[config.mk]
export PLATFORM = sky130hd
export DESIGN_NAME = ugr_utf8_dec
export DESIGN_NICKNAME = d
export VERILOG_FILES = /design/src/rtl/core/ugr_pkg.sv /design/src/rtl/core/ugr_utf8_dec.sv
export SDC_FILE = /design/constraint.sdc
export NUM_CORES = 1
export LEC_CHECK = 0
export BUFFER_PORTS_ARGS = -buffer_cell sky130_fd_sc_hd__buf_2
export CAP_MARGIN = 20
export CORE_MARGIN = 2
export CORE_UTILIZATION = 49
export DETAILED_ROUTE_END_ITERATION = 6
export PLACE_DENSITY = 0.83
export SLEW_MARGIN = 20
export SYNTH_ARGS = -nofsm -noshare
export SYNTH_HDL_FRONTEND = slang
export SYNTH_SLANG_ARGS = --single-unit
[constraint.sdc]
create_clock -name clk -period 2.4 [get_ports clk]
set_input_delay 0.48 -clock clk [delete_from_list [all_inputs] [get_ports clk]]
set_output_delay 0.48 -clock clk [all_outputs]
set_load 0.01 [all_outputs]
[src/rtl/core/ugr_pkg.sv]
// Shared types, constants and the accent table of the glyph rasterizer.
package ugr_pkg;

  localparam int FONT_BYTES       = 8192;
  localparam int FONT_AW          = $clog2(FONT_BYTES);
  localparam int MAX_GLYPH_HEIGHT = 32;
  localparam int MAX_GLYPH_WIDTH  = 16;

  localparam logic [7:0] CODE_END     = 8'd0;
  localparam logic [7:0] CODE_NEWLINE = 8'd10;
  localparam logic [7:0] CODE_PRINT   = 8'd32;

  // configuration register indexes
  localparam logic [2:0] REG_CELL_WIDTH   = 3'd0;
  localparam logic [2:0] REG_GLYPH_HEIGHT = 3'd1;
  localparam logic [2:0] REG_DIRECTION    = 3'd2;
  localparam logic [2:0] REG_ORIGIN_X     = 3'd3;
  localparam logic [2:0] REG_ORIGIN_Y     = 3'd4;

  // text direction codes
  localparam logic [1:0] DIR_0   = 2'd0;
  localparam logic [1:0] DIR_90  = 2'd1;
  localparam logic [1:0] DIR_180 = 2'd2;
  localparam logic [1:0] DIR_270 = 2'd3;

  typedef struct packed {
    logic       func;
    logic [7:0] text_byte;
    logic [FONT_AW-1:0] font_addr;
    logic [7:0] font_data;
  } in_item_t;

  typedef struct packed {
    logic [15:0] pen_x;
    logic [15:0] pen_y;
    logic [4:0]  row_index;
    logic [4:0]  glyph_width;
    logic [15:0] row_bits;
    logic        last_row;
  } out_item_t;

  typedef struct packed {
    logic [4:0]  cell_width;
    logic [5:0]  glyph_height;
    logic [1:0]  direction;
    logic [15:0] origin_x;
    logic [15:0] origin_y;
  } cfg_t;

  typedef enum logic [1:0] {
    ACT_NONE    = 2'd0,
    ACT_END     = 2'd1,
    ACT_NEWLINE = 2'd2,
    ACT_GLYPH   = 2'd3
  } act_t;

  typedef struct packed {
    act_t       act;
    logic [7:0] code;
  } dec_t;

  // two-byte accented characters; returns {hit, glyph code}
  function automatic logic [8:0] accent_code(input logic [15:0] pair);
    logic [8:0] r;
    r = 9'd0;
    unique case (pair)
      16'hC381: r = {1'b1, 8'd127};
      16'hC389: r = {1'b1, 8'd128};
      16'hC38D: r = {1'b1, 8'd129};
      16'hC393: r = {1'b1, 8'd130};
      16'hC396: r = {1'b1, 8'd131};
      16'hC590: r = {1'b1, 8'd132};
      16'hC39A: r = {1'b1, 8'd133};
      16'hC39C: r = {1'b1, 8'd134};
      16'hC5B0: r = {1'b1, 8'd135};
      16'hC3A1: r = {1'b1, 8'd136};
      16'hC3A9: r = {1'b1, 8'd137};
      16'hC3AD: r = {1'b1, 8'd138};
      16'hC3B3: r = {1'b1, 8'd139};
      16'hC3B6: r = {1'b1, 8'd140};
      16'hC591: r = {1'b1, 8'd141};
      16'hC3BA: r = {1'b1, 8'd142};
      16'hC3BC: r = {1'b1, 8'd143};
      16'hC5B1: r = {1'b1, 8'd144};
      16'hC2B5: r = {1'b1, 8'd145};
      default:  r = 9'd0;
    endcase
    return r;
  endfunction

endpackage

[src/rtl/core/ugr_utf8_dec.sv]
// UTF-8 decoder: lead byte tracking and classification of each text byte.
module ugr_utf8_dec
  import ugr_pkg::*;
(
  input  logic       clk,
  input  logic       rst,
  input  logic       take,
  input  logic [7:0] text_byte,
  output dec_t       dec
);

  logic [7:0] lead_byte;
  logic       lead_pending;
  logic [7:0] lead_byte_next;
  logic       lead_pending_next;
  logic [8:0] hit_code;

  assign hit_code = accent_code({lead_byte, text_byte});

  always_comb begin
    dec.act           = ACT_NONE;
    dec.code          = text_byte;
    lead_byte_next    = 8'd0;
    lead_pending_next = 1'b0;
    if (lead_pending) begin
      // a zero byte never matches, so every miss ends the text
      if (hit_code[8]) begin
        dec.act  = ACT_GLYPH;
        dec.code = hit_code[7:0];
      end else begin
        dec.act = ACT_END;
      end
    end else if (text_byte[7]) begin
      lead_byte_next    = text_byte;
      lead_pending_next = 1'b1;
    end else if (text_byte == CODE_END) begin
      dec.act = ACT_END;
    end else if (text_byte >= CODE_PRINT) begin
      dec.act = ACT_GLYPH;
    end else if (text_byte == CODE_NEWLINE) begin
      dec.act = ACT_NEWLINE;
    end
  end

  always_ff @(posedge clk) begin
    if (rst) begin
      lead_byte    <= 8'd0;
      lead_pending <= 1'b0;
    end else if (take) begin
      lead_byte    <= lead_byte_next;
      lead_pending <= lead_pending_next;
    end
  end

endmodule

==> impl_metrics.ini <==
[detailed_routing]
viasPerCell = 6.47
drtAntennaViolNets = 0
drc = 0
drt-initial-drc-count = 80
routed-via-count = 1494
wl_um = 4500
detail_route.wl_per_cell_um = 19.5
dr.pass1.iters = 4

[yosys]
synthCells = 136
async_flop_share = 0
yosysMostFrequentCell = a21oi_1
synth_flop_cell = dfxtp_1
netlist_top_cells_area = dfxtp_1, nand2b_1, a21oi_1
ys_ff_latch = 8
yosys.area.top_type = dfxtp_1
ys_types = 58
synth_edf_count = 0
avgSynthCellArea_um2 = 7.64
ys_warn_count = 0
synth_top_area_frac = 0.154
synth-seq-area-share = 0.154
synthTopCellsByCount = a21oi_1, nand3_1, nand2b_1, dfxtp_1, nand2_1
syn-num-nets = 147
synth_area_mm2 = 0.00104

[sta]
fin_skew_ns = 0.00383
hold_violations = 0
finalCritPeriodShare = 1.16
final-setup-viol-count = 9
period_needed_ns = 2.77
timing.fmax_ghz = 0.360
relSlewSlack = 0.645
worst_slew_pin_slew_ns = 0.531
finalMaxSlewViolations = 0
setup_ws_ns = -0.375
rsz0062_at_grt = true

[run_status]
status = complete, but fails checks
violations = setup timing

[grt]
grt_pass1_vias = 1459
grt_overflow_total = 0
grt_max_degree = 16
grt_first_pass_wirelength_um = 6670
groute.usage.overall = 0.349
antenna_found_initial = 0

[pwr]
total_power_uw = 452
p_leak_uw = 0.000738
power.density_mw_per_mm2 = 252
vdd_ir_drop_max_uv = 327

[final_layout]
multiInputGateArea_um2 = 938
largest_register_ffs = 8
fin_nets = 217
syn2layout_area_growth_pct = 73.0
seqCellArea_um2 = 163
top_regs = lead_byte x8
drive_gt1_frac = 0.515
n_fill_cell = 88
num_antenna_cells = 0
utilization = 0.907
largest_register = lead_byte

[run]
drv_cap = 0

[clocking]
root_buffer = clkbuf_4
ctsHoldBuffers = 0
numCtsBuffers = 3
htree_levels = 1
clock_path_buffers = 2
cts.sinks = 8
tritoncts = done
clk_pin_slew_worst_paths_ns = 0.05
worstSkewPairLatency_ns = 0.25

[worst_setup_path]
r2r-start = lead_byte[7]$_SDFFE_PP0P_
start_kind = input pin
critPathLaunch = text_byte[3]
worstPathMaxFanout = 7
worstSetupEndpointType = primary output
r2r_cells = 4
worstPathRequired_ns = 1.92
critical_path_class = input pin to primary output
crit_end = dec[0]
r2r_end = lead_byte[4]$_SDFFE_PP0P_
reg2reg_slack_ns = 1.15
worstPathArrival_ns = 2.29

[die]
num_rows = 16
dieArea_mm2 = 0.00250
die_y_um = 50.0
io-pin-count = 21
core_area_mm2 = 0.00198
die_w_um = 50.0
start_util = 0.524

[worst_hold_path]
hold_path_depth = 2
min_path_type = register to register

[placed_design]
place_congestion = 0.902
post-dp-hpwl_um = 2720
numPortBuffers = 20
## layout by cell type, fill, tap and decap left out, types with 2 or more instances in the layout
master	netlist	final
a21o_1	2	2
a21oi_1	12	11
buf_2	6	12
buf_4	0	42
buf_6	0	19
clkbuf_4	0	3
dfxtp_1	8	6
dfxtp_2	0	2
inv_1	3	3
nand2_1	7	7
nand2b_1	10	9
nand3_1	11	9
nand3_2	0	2
nand4bb_1	3	2
nor2_1	6	6
nor2b_1	3	2
nor3_1	4	4
nor3b_4	0	2
nor4_1	4	2
nor4_2	1	2
o21ai_0	2	2
o31a_1	3	3
o31ai_1	2	2
o32ai_1	2	2
or3_1	2	2
or4_1	2	2
xnor2_1	2	2
## stage by stage
stage / std cells / TNS [ns] / setup WS, ns / cell area [um2] / hold slack, ns
finish: 231 / -2.50 / -0.375 / 1800 / 0.465
global route: 231 / -3.20 / -0.463 / 1800 / 0.496
CTS: 227 / -1.92 / -0.331 / 1690 / 0.469
detailed placement: 218 / -2.60 / -0.396 / 1490 / 0.462
global placement: 218 / -2.15 / -0.356 / 1490 / 0.453
floorplan: 136 / -0.0435 / -0.0267 / 1050 / 0.441
## routing by layer
layer	GRT usage	routed length, um	vias up
met5	0	0	-
met4	0.204	235	0
met3	0.0273	365	24
met2	0.625	2170	99
met1	0.399	1730	702
li1	-	-	669
## cells by family (layout without fill, tap and decap cells)
logic type / after synthesis / after routing / synth area share
compound gates: 40 / 40 / 0.289
xor+xnor: 2 / 2 / 0.0169
mux: 2 / 2 / 0.0205
flops: 8 / 8 / 0.154
buf+inv: 14 / 82 / 0.0578
simple gates: 70 / 70 / 0.461
## critical path, cell delays in order
cell,delay (ns)
buf_6,0.10
buf_12,0.12
or3b_1,0.36
a211o_1,0.30
or4_1,0.44
o311ai_0,0.17
a221oi_2,0.08
a21oi_2,0.11
buf_2,0.13
## what timing repair did
action	in CTS	in global routing
pin swaps	20	9
resized for setup	28	19
endpoints found under the hold margin	0	0
buffers inserted	7	4
endpoints found under the setup margin	9	9
## how the worst min path moves through the flow
stage	start	end
final	lead_byte[3]$_SDFFE_PP0P_	lead_byte[3]$_SDFFE_PP0P_
after global routing	lead_byte[3]$_SDFFE_PP0P_	lead_byte[3]$_SDFFE_PP0P_
after CTS	lead_byte[3]$_SDFFE_PP0P_	lead_byte[3]$_SDFFE_PP0P_
after detailed placement	lead_byte[3]$_SDFFE_PP0P_	lead_byte[3]$_SDFFE_PP0P_
after global placement	lead_byte[3]$_SDFFE_PP0P_	lead_byte[3]$_SDFFE_PP0P_
after floorplan	lead_byte[6]$_SDFFE_PP0P_	lead_byte[6]$_SDFFE_PP0P_
## final cells by class
type | instances | share of cell area
Inverter | 4 | 0.00836
Multi-Input combinational cell | 114 | 0.522
Tap cell | 27 | 0.0188
Clock buffer | 3 | 0.0125
Timing Repair Buffer | 75 | 0.347
Sequential cell | 8 | 0.0905
## report_power, final
part	switching (uW)	total (uW)	internal, uW
Combinational	103	212	109
Clock	41.2	98.1	56.9
Sequential	3.31	142	139
Total	148	452	305
Note: power is estimated with default switching activity, not from simulation.
