--- config.mk ---
export PLATFORM = sky130hd
export DESIGN_NAME = ugr_glyph_seq
export DESIGN_NICKNAME = d
export VERILOG_FILES = /design/src/rtl/core/ugr_pkg.sv /design/src/rtl/core/ugr_glyph_seq.sv
export SDC_FILE = /design/constraint.sdc
export NUM_CORES = 1
export LEC_CHECK = 0
export ABC_CLOCK_PERIOD_IN_PS = 9300
export BUFFER_PORTS_ARGS = -buffer_cell sky130_fd_sc_hd__buf_4
export CORE_UTILIZATION = 40
export DETAILED_ROUTE_END_ITERATION = 10
export HOLD_SLACK_MARGIN = 0.08
export PLACE_DENSITY_LB_ADDON = 0.15
export SYNTH_ARGS = -nofsm -noshare
export SYNTH_HDL_FRONTEND = slang
export SYNTH_SLANG_ARGS = --single-unit
--- constraint.sdc ---
create_clock -name clk -period 9.3 [get_ports clk]
set_clock_uncertainty 0.05 [all_clocks]
set_input_delay 0.93 -clock clk [delete_from_list [all_inputs] [get_ports clk]]
set_output_delay 0.93 -clock clk [all_outputs]
set_load 0.01 [all_outputs]
--- src/rtl/core/ugr_pkg.sv ---
// Shared types, constants and the accent table of the glyph rasterizer.
package ugr_pkg;

  localparam int FONT_BYTES       = 8192;
  localparam int FONT_AW          = $clog2(FONT_BYTES);
  localparam int MAX_GLYPH_HEIGHT = 32;
  localparam int MAX_GLYPH_WIDTH  = 16;

  localparam logic [7:0] CODE_END     = 8'd0;
  localparam logic [7:0] CODE_NEWLINE = 8'd10;
  localparam logic [7:0] CODE_PRINT   = 8'd32;

  // configuration register indexes
  localparam logic [2:0] REG_CELL_WIDTH   = 3'd0;
  localparam logic [2:0] REG_GLYPH_HEIGHT = 3'd1;
  localparam logic [2:0] REG_DIRECTION    = 3'd2;
  localparam logic [2:0] REG_ORIGIN_X     = 3'd3;
  localparam logic [2:0] REG_ORIGIN_Y     = 3'd4;

  // text direction codes
  localparam logic [1:0] DIR_0   = 2'd0;
  localparam logic [1:0] DIR_90  = 2'd1;
  localparam logic [1:0] DIR_180 = 2'd2;
  localparam logic [1:0] DIR_270 = 2'd3;

  typedef struct packed {
    logic       func;
    logic [7:0] text_byte;
    logic [FONT_AW-1:0] font_addr;
    logic [7:0] font_data;
  } in_item_t;

  typedef struct packed {
    logic [15:0] pen_x;
    logic [15:0] pen_y;
    logic [4:0]  row_index;
    logic [4:0]  glyph_width;
    logic [15:0] row_bits;
    logic        last_row;
  } out_item_t;

  typedef struct packed {
    logic [4:0]  cell_width;
    logic [5:0]  glyph_height;
    logic [1:0]  direction;
    logic [15:0] origin_x;
    logic [15:0] origin_y;
  } cfg_t;

  typedef enum logic [1:0] {
    ACT_NONE    = 2'd0,
    ACT_END     = 2'd1,
    ACT_NEWLINE = 2'd2,
    ACT_GLYPH   = 2'd3
  } act_t;

  typedef struct packed {
    act_t       act;
    logic [7:0] code;
  } dec_t;

  // two-byte accented characters; returns {hit, glyph code}
  function automatic logic [8:0] accent_code(input logic [15:0] pair);
    logic [8:0] r;
    r = 9'd0;
    unique case (pair)
      16'hC381: r = {1'b1, 8'd127};
      16'hC389: r = {1'b1, 8'd128};
      16'hC38D: r = {1'b1, 8'd129};
      16'hC393: r = {1'b1, 8'd130};
      16'hC396: r = {1'b1, 8'd131};
      16'hC590: r = {1'b1, 8'd132};
      16'hC39A: r = {1'b1, 8'd133};
      16'hC39C: r = {1'b1, 8'd134};
      16'hC5B0: r = {1'b1, 8'd135};
      16'hC3A1: r = {1'b1, 8'd136};
      16'hC3A9: r = {1'b1, 8'd137};
      16'hC3AD: r = {1'b1, 8'd138};
      16'hC3B3: r = {1'b1, 8'd139};
      16'hC3B6: r = {1'b1, 8'd140};
      16'hC591: r = {1'b1, 8'd141};
      16'hC3BA: r = {1'b1, 8'd142};
      16'hC3BC: r = {1'b1, 8'd143};
      16'hC5B1: r = {1'b1, 8'd144};
      16'hC2B5: r = {1'b1, 8'd145};
      default:  r = 9'd0;
    endcase
    return r;
  endfunction

endpackage

--- src/rtl/core/ugr_glyph_seq.sv ---
// Glyph sequencer: font address generation, row assembly, pen and result register.
module ugr_glyph_seq
  import ugr_pkg::*;
(
  input  logic               clk,
  input  logic               rst,
  input  cfg_t               cfg,
  input  logic               start,
  input  dec_t               dec,
  output logic               idle,
  output logic               rd_en,
  output logic [FONT_AW-1:0] rd_addr,
  input  logic [7:0]         rd_data,
  output logic               out_valid,
  input  logic               out_ready,
  output out_item_t          out_item
);

  typedef enum logic [6:0] {
    S_IDLE = 7'b0000001,
    S_BASE = 7'b0000010,
    S_WID  = 7'b0000100,
    S_WDAT = 7'b0001000,
    S_RB0  = 7'b0010000,
    S_RB1  = 7'b0100000,
    S_RDAT = 7'b1000000
  } state_t;

  state_t             state, state_next;
  logic [6:0]         code_off, code_off_next;
  logic [7:0]         size, size_next;
  logic [FONT_AW-1:0] addr, addr_next;
  logic [7:0]         byte0, byte0_next;
  logic [4:0]         width, width_next;
  logic [4:0]         row, row_next;
  logic [15:0]        cursor_x, cursor_x_next;
  logic [15:0]        cursor_y, cursor_y_next;
  logic               out_valid_next;
  out_item_t          out_item_next;

  logic [5:0]  h_eff;
  logic [2:0]  bpr;
  logic [5:0]  cw_sum;
  logic [7:0]  size_prod;
  logic [14:0] base_prod;
  logic [4:0]  w_clamp;
  logic [4:0]  adv_w;
  logic [15:0] adv_x, adv_y;
  logic [15:0] nl_x, nl_y;
  logic [15:0] h_ext;
  logic [7:0]  b0, b1;
  logic [15:0] mask;
  logic        out_free;
  logic        last;

  assign h_eff     = (cfg.glyph_height > 6'(MAX_GLYPH_HEIGHT)) ? 6'(MAX_GLYPH_HEIGHT)
                                                                : cfg.glyph_height;
  assign cw_sum    = {1'b0, cfg.cell_width} + 6'd7;
  assign bpr       = cw_sum[5:3];
  // at most 4 bytes by 32 rows, so the product fits in 8 bits
  assign size_prod = {5'd0, bpr} * {2'd0, h_eff};
  assign base_prod = {8'd0, code_off} * {7'd0, size};
  assign w_clamp   = (rd_data > 8'(MAX_GLYPH_WIDTH)) ? 5'(MAX_GLYPH_WIDTH) : rd_data[4:0];
  assign h_ext     = {10'd0, h_eff};
  assign b0        = (bpr >= 3'd1) ? byte0 : 8'd0;
  assign b1        = (bpr >= 3'd2) ? rd_data : 8'd0;
  assign mask      = ~(16'hFFFF >> width);
  assign out_free  = !out_valid || out_ready;
  assign last      = ({1'b0, row} + 6'd1) == h_eff;
  assign idle      = (state == S_IDLE);

  // pen advance after a glyph; width is known only at the end of the width read
  assign adv_w = (state == S_WDAT) ? w_clamp : width;

  always_comb begin
    adv_x = cursor_x;
    adv_y = cursor_y;
    unique case (cfg.direction)
      DIR_90:  adv_y = cursor_y + {11'd0, adv_w};
      DIR_180: adv_x = cursor_x - {11'd0, adv_w};
      DIR_270: adv_y = cursor_y - {11'd0, adv_w};
      default: adv_x = cursor_x + {11'd0, adv_w};
    endcase
  end

  always_comb begin
    nl_x = cursor_x;
    nl_y = cursor_y;
    unique case (cfg.direction)
      DIR_90: begin
        nl_y = cfg.origin_y;
        nl_x = cursor_x - h_ext;
      end
      DIR_180: begin
        nl_x = cfg.origin_x;
        nl_y = cursor_y - h_ext;
      end
      DIR_270: begin
        nl_y = cfg.origin_y;
        nl_x = cursor_x + h_ext;
      end
      default: begin
        nl_x = cfg.origin_x;
        nl_y = cursor_y + h_ext;
      end
    endcase
  end

  always_comb begin
    state_next     = state;
    code_off_next  = code_off;
    size_next      = size;
    addr_next      = addr;
    byte0_next     = byte0;
    width_next     = width;
    row_next       = row;
    cursor_x_next  = cursor_x;
    cursor_y_next  = cursor_y;
    out_valid_next = out_valid && !out_ready;
    out_item_next  = out_item;
    rd_en          = 1'b0;
    rd_addr        = addr;

    unique case (state)
      S_IDLE: begin
        if (start) begin
          unique case (dec.act)
            ACT_END: begin
              cursor_x_next = cfg.origin_x;
              cursor_y_next = cfg.origin_y;
            end
            ACT_NEWLINE: begin
              cursor_x_next = nl_x;
              cursor_y_next = nl_y;
            end
            ACT_GLYPH: begin
              code_off_next = 7'(dec.code - CODE_PRINT);
              size_next     = size_prod + 8'd1;
              state_next    = S_BASE;
            end
            default: ;
          endcase
        end
      end
      S_BASE: begin
        addr_next  = FONT_AW'(base_prod + 15'd2);
        state_next = S_WID;
      end
      S_WID: begin
        rd_en      = 1'b1;
        state_next = S_WDAT;
      end
      S_WDAT: begin
        width_next = w_clamp;
        addr_next  = addr + FONT_AW'(1);
        row_next   = 5'd0;
        if (h_eff == 6'd0) begin
          cursor_x_next = adv_x;
          cursor_y_next = adv_y;
          state_next    = S_IDLE;
        end else begin
          state_next = S_RB0;
        end
      end
      S_RB0: begin
        rd_en      = 1'b1;
        state_next = S_RB1;
      end
      S_RB1: begin
        byte0_next = rd_data;
        rd_en      = 1'b1;
        rd_addr    = addr + FONT_AW'(1);
        state_next = S_RDAT;
      end
      S_RDAT: begin
        // second byte stays on the read port until the result register is free
        if (out_free) begin
          out_valid_next            = 1'b1;
          out_item_next.pen_x       = cursor_x;
          out_item_next.pen_y       = cursor_y;
          out_item_next.row_index   = row;
          out_item_next.glyph_width = width;
          out_item_next.row_bits    = {b0, b1} & mask;
          out_item_next.last_row    = last;
          addr_next                 = addr + FONT_AW'(bpr);
          row_next                  = row + 5'd1;
          if (last) begin
            cursor_x_next = adv_x;
            cursor_y_next = adv_y;
            state_next    = S_IDLE;
          end else begin
            state_next = S_RB0;
          end
        end
      end
      default: state_next = S_IDLE;
    endcase
  end

  always_ff @(posedge clk) begin
    if (rst) begin
      state     <= S_IDLE;
      out_valid <= 1'b0;
      cursor_x  <= 16'd0;
      cursor_y  <= 16'd0;
    end else begin
      state     <= state_next;
      out_valid <= out_valid_next;
      cursor_x  <= cursor_x_next;
      cursor_y  <= cursor_y_next;
    end
  end

  always_ff @(posedge clk) begin
    code_off <= code_off_next;
    size     <= size_next;
    addr     <= addr_next;
    byte0    <= byte0_next;
    width    <= width_next;
    row      <= row_next;
    out_item <= out_item_next;
  end

endmodule
==> parameters.txt <==
Parameter                              Value

Outcome
  Status ... complete, no violations

Setup path
  Crit path DAT ... 5.73 ns
  Top fanout value on the critical path ... 14
  Path type of the worst setup path ... flop to flop
  Startpoint types ... flop
  Type of element capturing the critical path ... flop
  Required time at the worst-slack endpoint ... 9.55 ns

Logic synthesis
  Number of flip-flops and latches in the synthesized netlist ... 145
  Area share of the leading cell type in the synthesized netlist ... 0.252
  Count of flip-flops with a built-in enable after synthesis ... 100
  Number of warnings issued by yosys ... 0
  Dominant cell type by area after synthesis ... sky130_fd_sc_hd__edfxtp_1
  Register area share after synthesis ... 0.327
  Synthesized Nets ... 1,537
  Unique masters post-synth ... 78
  Post-synthesis instance area ... 11,900 µm²
  Syn Inst Count ... 1,330
  Post-synth top flop ... sky130_fd_sc_hd__edfxtp_1
  Fraction of synthesis flops using an asynchronous set or reset pin ... 0
  Ranking of synthesized cells by area ... sky130_fd_sc_hd__edfxtp_1 (25%), sky130_fd_sc_hd__ha_1 (11%), sky130_fd_sc_hd__dfxtp_1 (7.6%)
  Avg Cell Area, Syn ... 8.97 µm²

Clocking
  CTS tree ... yes
  Clock Pin Slew Worst Setup and Hold Paths ... 0.07 ns
  Number of buffers inserted to repair setup after CTS ... 0
  Max H-tree Level ... 4
  Root Buffer ... sky130_fd_sc_hd__clkbuf_16
  Clk Latency, worst-skew pair ... 0.43 ns
  Total number of clock tree sinks ... 145
  Number of buffers between clock root and the deepest sink ... 2
  Cts bufs inserted ... 17
  CTS Hold Buffers Added ... 0
  Count of instances resized after the clock tree is built ... 0

Drt
  Routed WL per cell ... 17.5 µm
  Final wirelength ... 32,300 µm
  Post-detailed-route count of antenna-violating nets ... 0
  Vias per cell ... 5.47
  Vias after detailed routing ... 10,116
  Wl on met1 ... 14,800 µm
  DRC ... 0
  Wire length on met2 ... 15,400 µm
  Top Layer Used ... met5
  Met3 Routed Length ... 1630 µm
  Iteration count of the initial detailed-routing pass ... 5
  Violation count after the first detailed-route iteration ... 599

Cells and area
  Cell area after layout ... 14,000 µm²
  Most common cell after layout, fill and taps aside ... sky130_fd_sc_hd__nand2_1
  Most frequent cells in the layout ... sky130_fd_sc_hd__nand2_1 (149), sky130_fd_sc_hd__buf_4 (148), sky130_fd_sc_hd__ha_1 (101), sky130_fd_sc_hd__edfxtp_1 (100), sky130_fd_sc_hd__a21oi_1 (99)
  Share of layout cells above drive strength 1 ... 0.142
  Number of cells in the finished layout apart from fillers ... 1,848
  Number of fill cells ... 2,823
  Area growth syn-to-layout ... 17.0%
  Final layout net count ... 1,657

STA
  Max Clock Freq ... 183 MHz
  Sum of negative setup slack ... 0 ns
  Crit path time final ... 5.47 ns
  Worst-case headroom to the max-slew limit ... 0.252
  Worst-case setup margin in the final layout ... 3.83 ns
  Finish-stage setup viols ... 0
  Unrepaired setup endpoints after global routing ... no
  Final count of pins violating max slew ... 0
  Endpoints failing hold ... 0
  Worst hold margin ... 0.438 ns
  Final Cycle Share ... 0.589
  Worst Tran Pin Value ... 1.11 ns

Worst hold path
  Worst min path class ... flop to flop

GRT
  Maximum number of pins on one net before global-route repair ... 49
  Number of global-route vias before repair ... 9,685
  GRT Total Usage ... 0.214
  Antenna violations before repair ... 2
  Overall overflow remaining after global route ... 0
  Wire length of the first global-routing pass ... 51,500 µm

Power and ir drop
  Share of total power consumed by net switching ... 0.343
  Clock power frac ... 0.355
  Power spent charging and discharging nets ... 694 µW
  Combinational group share of total power ... 0.276
  Static leakage ... 0.00607 µW
  IR Drop Worst-Case VDD ... 0.000115 V
  Proportion of power drawn by flip-flops and latches ... 0.370
  Internal portion of total power ... 1330 µW
  Total power per unit cell area ... 145 nW/µm²

Floorplanning
  Die Span Y ... 175 µm
  Number of rows in the core area ... 62
  Starting density of the core ... 0.411
  Horizontal die dimension ... 175 µm
  I/O pin cnt ... 142
  Core outline area ... 29,000 µm²
  Die area ... 30,500 µm²

Place
  IO buf count ... 140
  Worst Setup Slack post-DPL ... 3.58 ns
  Final weighted congestion in routability-driven placement ... 0.860
  Standard cell area after detailed placement ... 13,300 µm²
  Inst Count DP ... 1,815
  DP Wirelength ... 24,300 µm

Flow run
  # Max-Cap Violations ... 0
-- worst max-delay path, stage by stage (launching register included) --
cell,delay [ns]
sky130_fd_sc_hd__dfxtp_1,0.37
sky130_fd_sc_hd__nor3_4,0.24
sky130_fd_sc_hd__and4b_1,0.72
sky130_fd_sc_hd__mux2i_2,0.75
sky130_fd_sc_hd__inv_1,0.10
sky130_fd_sc_hd__ha_1,0.32
sky130_fd_sc_hd__a21oi_1,0.32
sky130_fd_sc_hd__ha_1,0.30
sky130_fd_sc_hd__nor2b_1,0.13
sky130_fd_sc_hd__o21a_1,0.17
sky130_fd_sc_hd__o21ai_0,0.40
sky130_fd_sc_hd__a211oi_1,0.19
sky130_fd_sc_hd__or4b_2,0.66
sky130_fd_sc_hd__a21oi_1,0.20
sky130_fd_sc_hd__o31ai_1,0.11
sky130_fd_sc_hd__a21oi_1,0.22
sky130_fd_sc_hd__nor4_2,0.07
-- synth_stat cells (all sizes together) (10+ instances only) --
cell,n
or3,12
o211ai,17
a21oi,101
buf,13
o21bai,12
xnor2,58
nand3,36
dfxtp,45
nand2,149
nand2b,17
clkbuf,34
xor2,40
nor2b,22
a211oi,24
o22ai,10
ha,101
edfxtp,100
and3,20
fa,39
nor2,101
nor3,32
and2,39
o21ai,76
inv,85
a21o,26
-- logic make-up (layout without fill, tap and decap cells) --
family | count (synthesis) | in the layout | synth area share
XOR/XNOR | 98 | 98 | 0.0719
multiplexers | 7 | 7 | 0.00724
other | 0 | 1 | 0
AND/OR/NAND/NOR | 466 | 466 | 0.193
adder cells (fa/ha/maj) | 142 | 142 | 0.173
AO/OA/AOI/OAI | 340 | 340 | 0.184
flip-flops | 145 | 145 | 0.327
buffers and inverters | 132 | 265 | 0.0438
-- power groups by stage --
| stage | registers, µW | clock network, µW | logic (µW) |
|---|---|---|---|
| floorplan | 747 | 0 | 428 |
| global placement | 762 | 0 | 547 |
| detailed placement | 762 | 0 | 555 |
| CTS | 747 | 732 | 559 |
| global route | 750 | 756 | 635 |
| finish | 747 | 717 | 558 |
-- stage by stage --
step / util / power, µW
floorplan: - / 1180
global placement: 0.460 / 1310
detailed placement: 0.460 / 1320
CTS: 0.481 / 2040
global route: 0.481 / 2140
finish: 0.481 / 2020
-- flip-flops by register name, summed over array words and instances, names as in the netlist --
name       cells
code_off       7
out_valid      1
width          5
cursor_x      16
byte0          8
out_item      59
size           8
state          7
addr          13
cursor_y      16
row            5
-- routing by layer --
layer | vias up | global-route usage
met1 | 4809 | 0.284
met3 | 34 | 0.0329
met5 | - | 0
met2 | 255 | 0.363
met4 | 2 | 0.0500
li1 | 5016 | -
-- area by class of cell --
class,instances,area [µm²],share of cell area
multi-input combinational,1053,7520,0.539
sequential,145,3900,0.280
timing repair buffer,148,1110,0.0796
tap,384,480,0.0344
clock buffer,17,425,0.0305
inverter,85,319,0.0229
clock inverter,15,193,0.0138
antenna,1,2.50,0.000179
-- final timing paths --
check	startpoint	end	slack [ns]	depth (start not counted)
max reg2reg	state[4]	cursor_y[15]	3.83	16
min	cursor_x[0]	out_item[43]	0.44	0
max	state[4]	cursor_y[15]	3.83	16
min reg2reg	cursor_x[0]	out_item[43]	0.44	0
(Power assumes the default switching activity.)
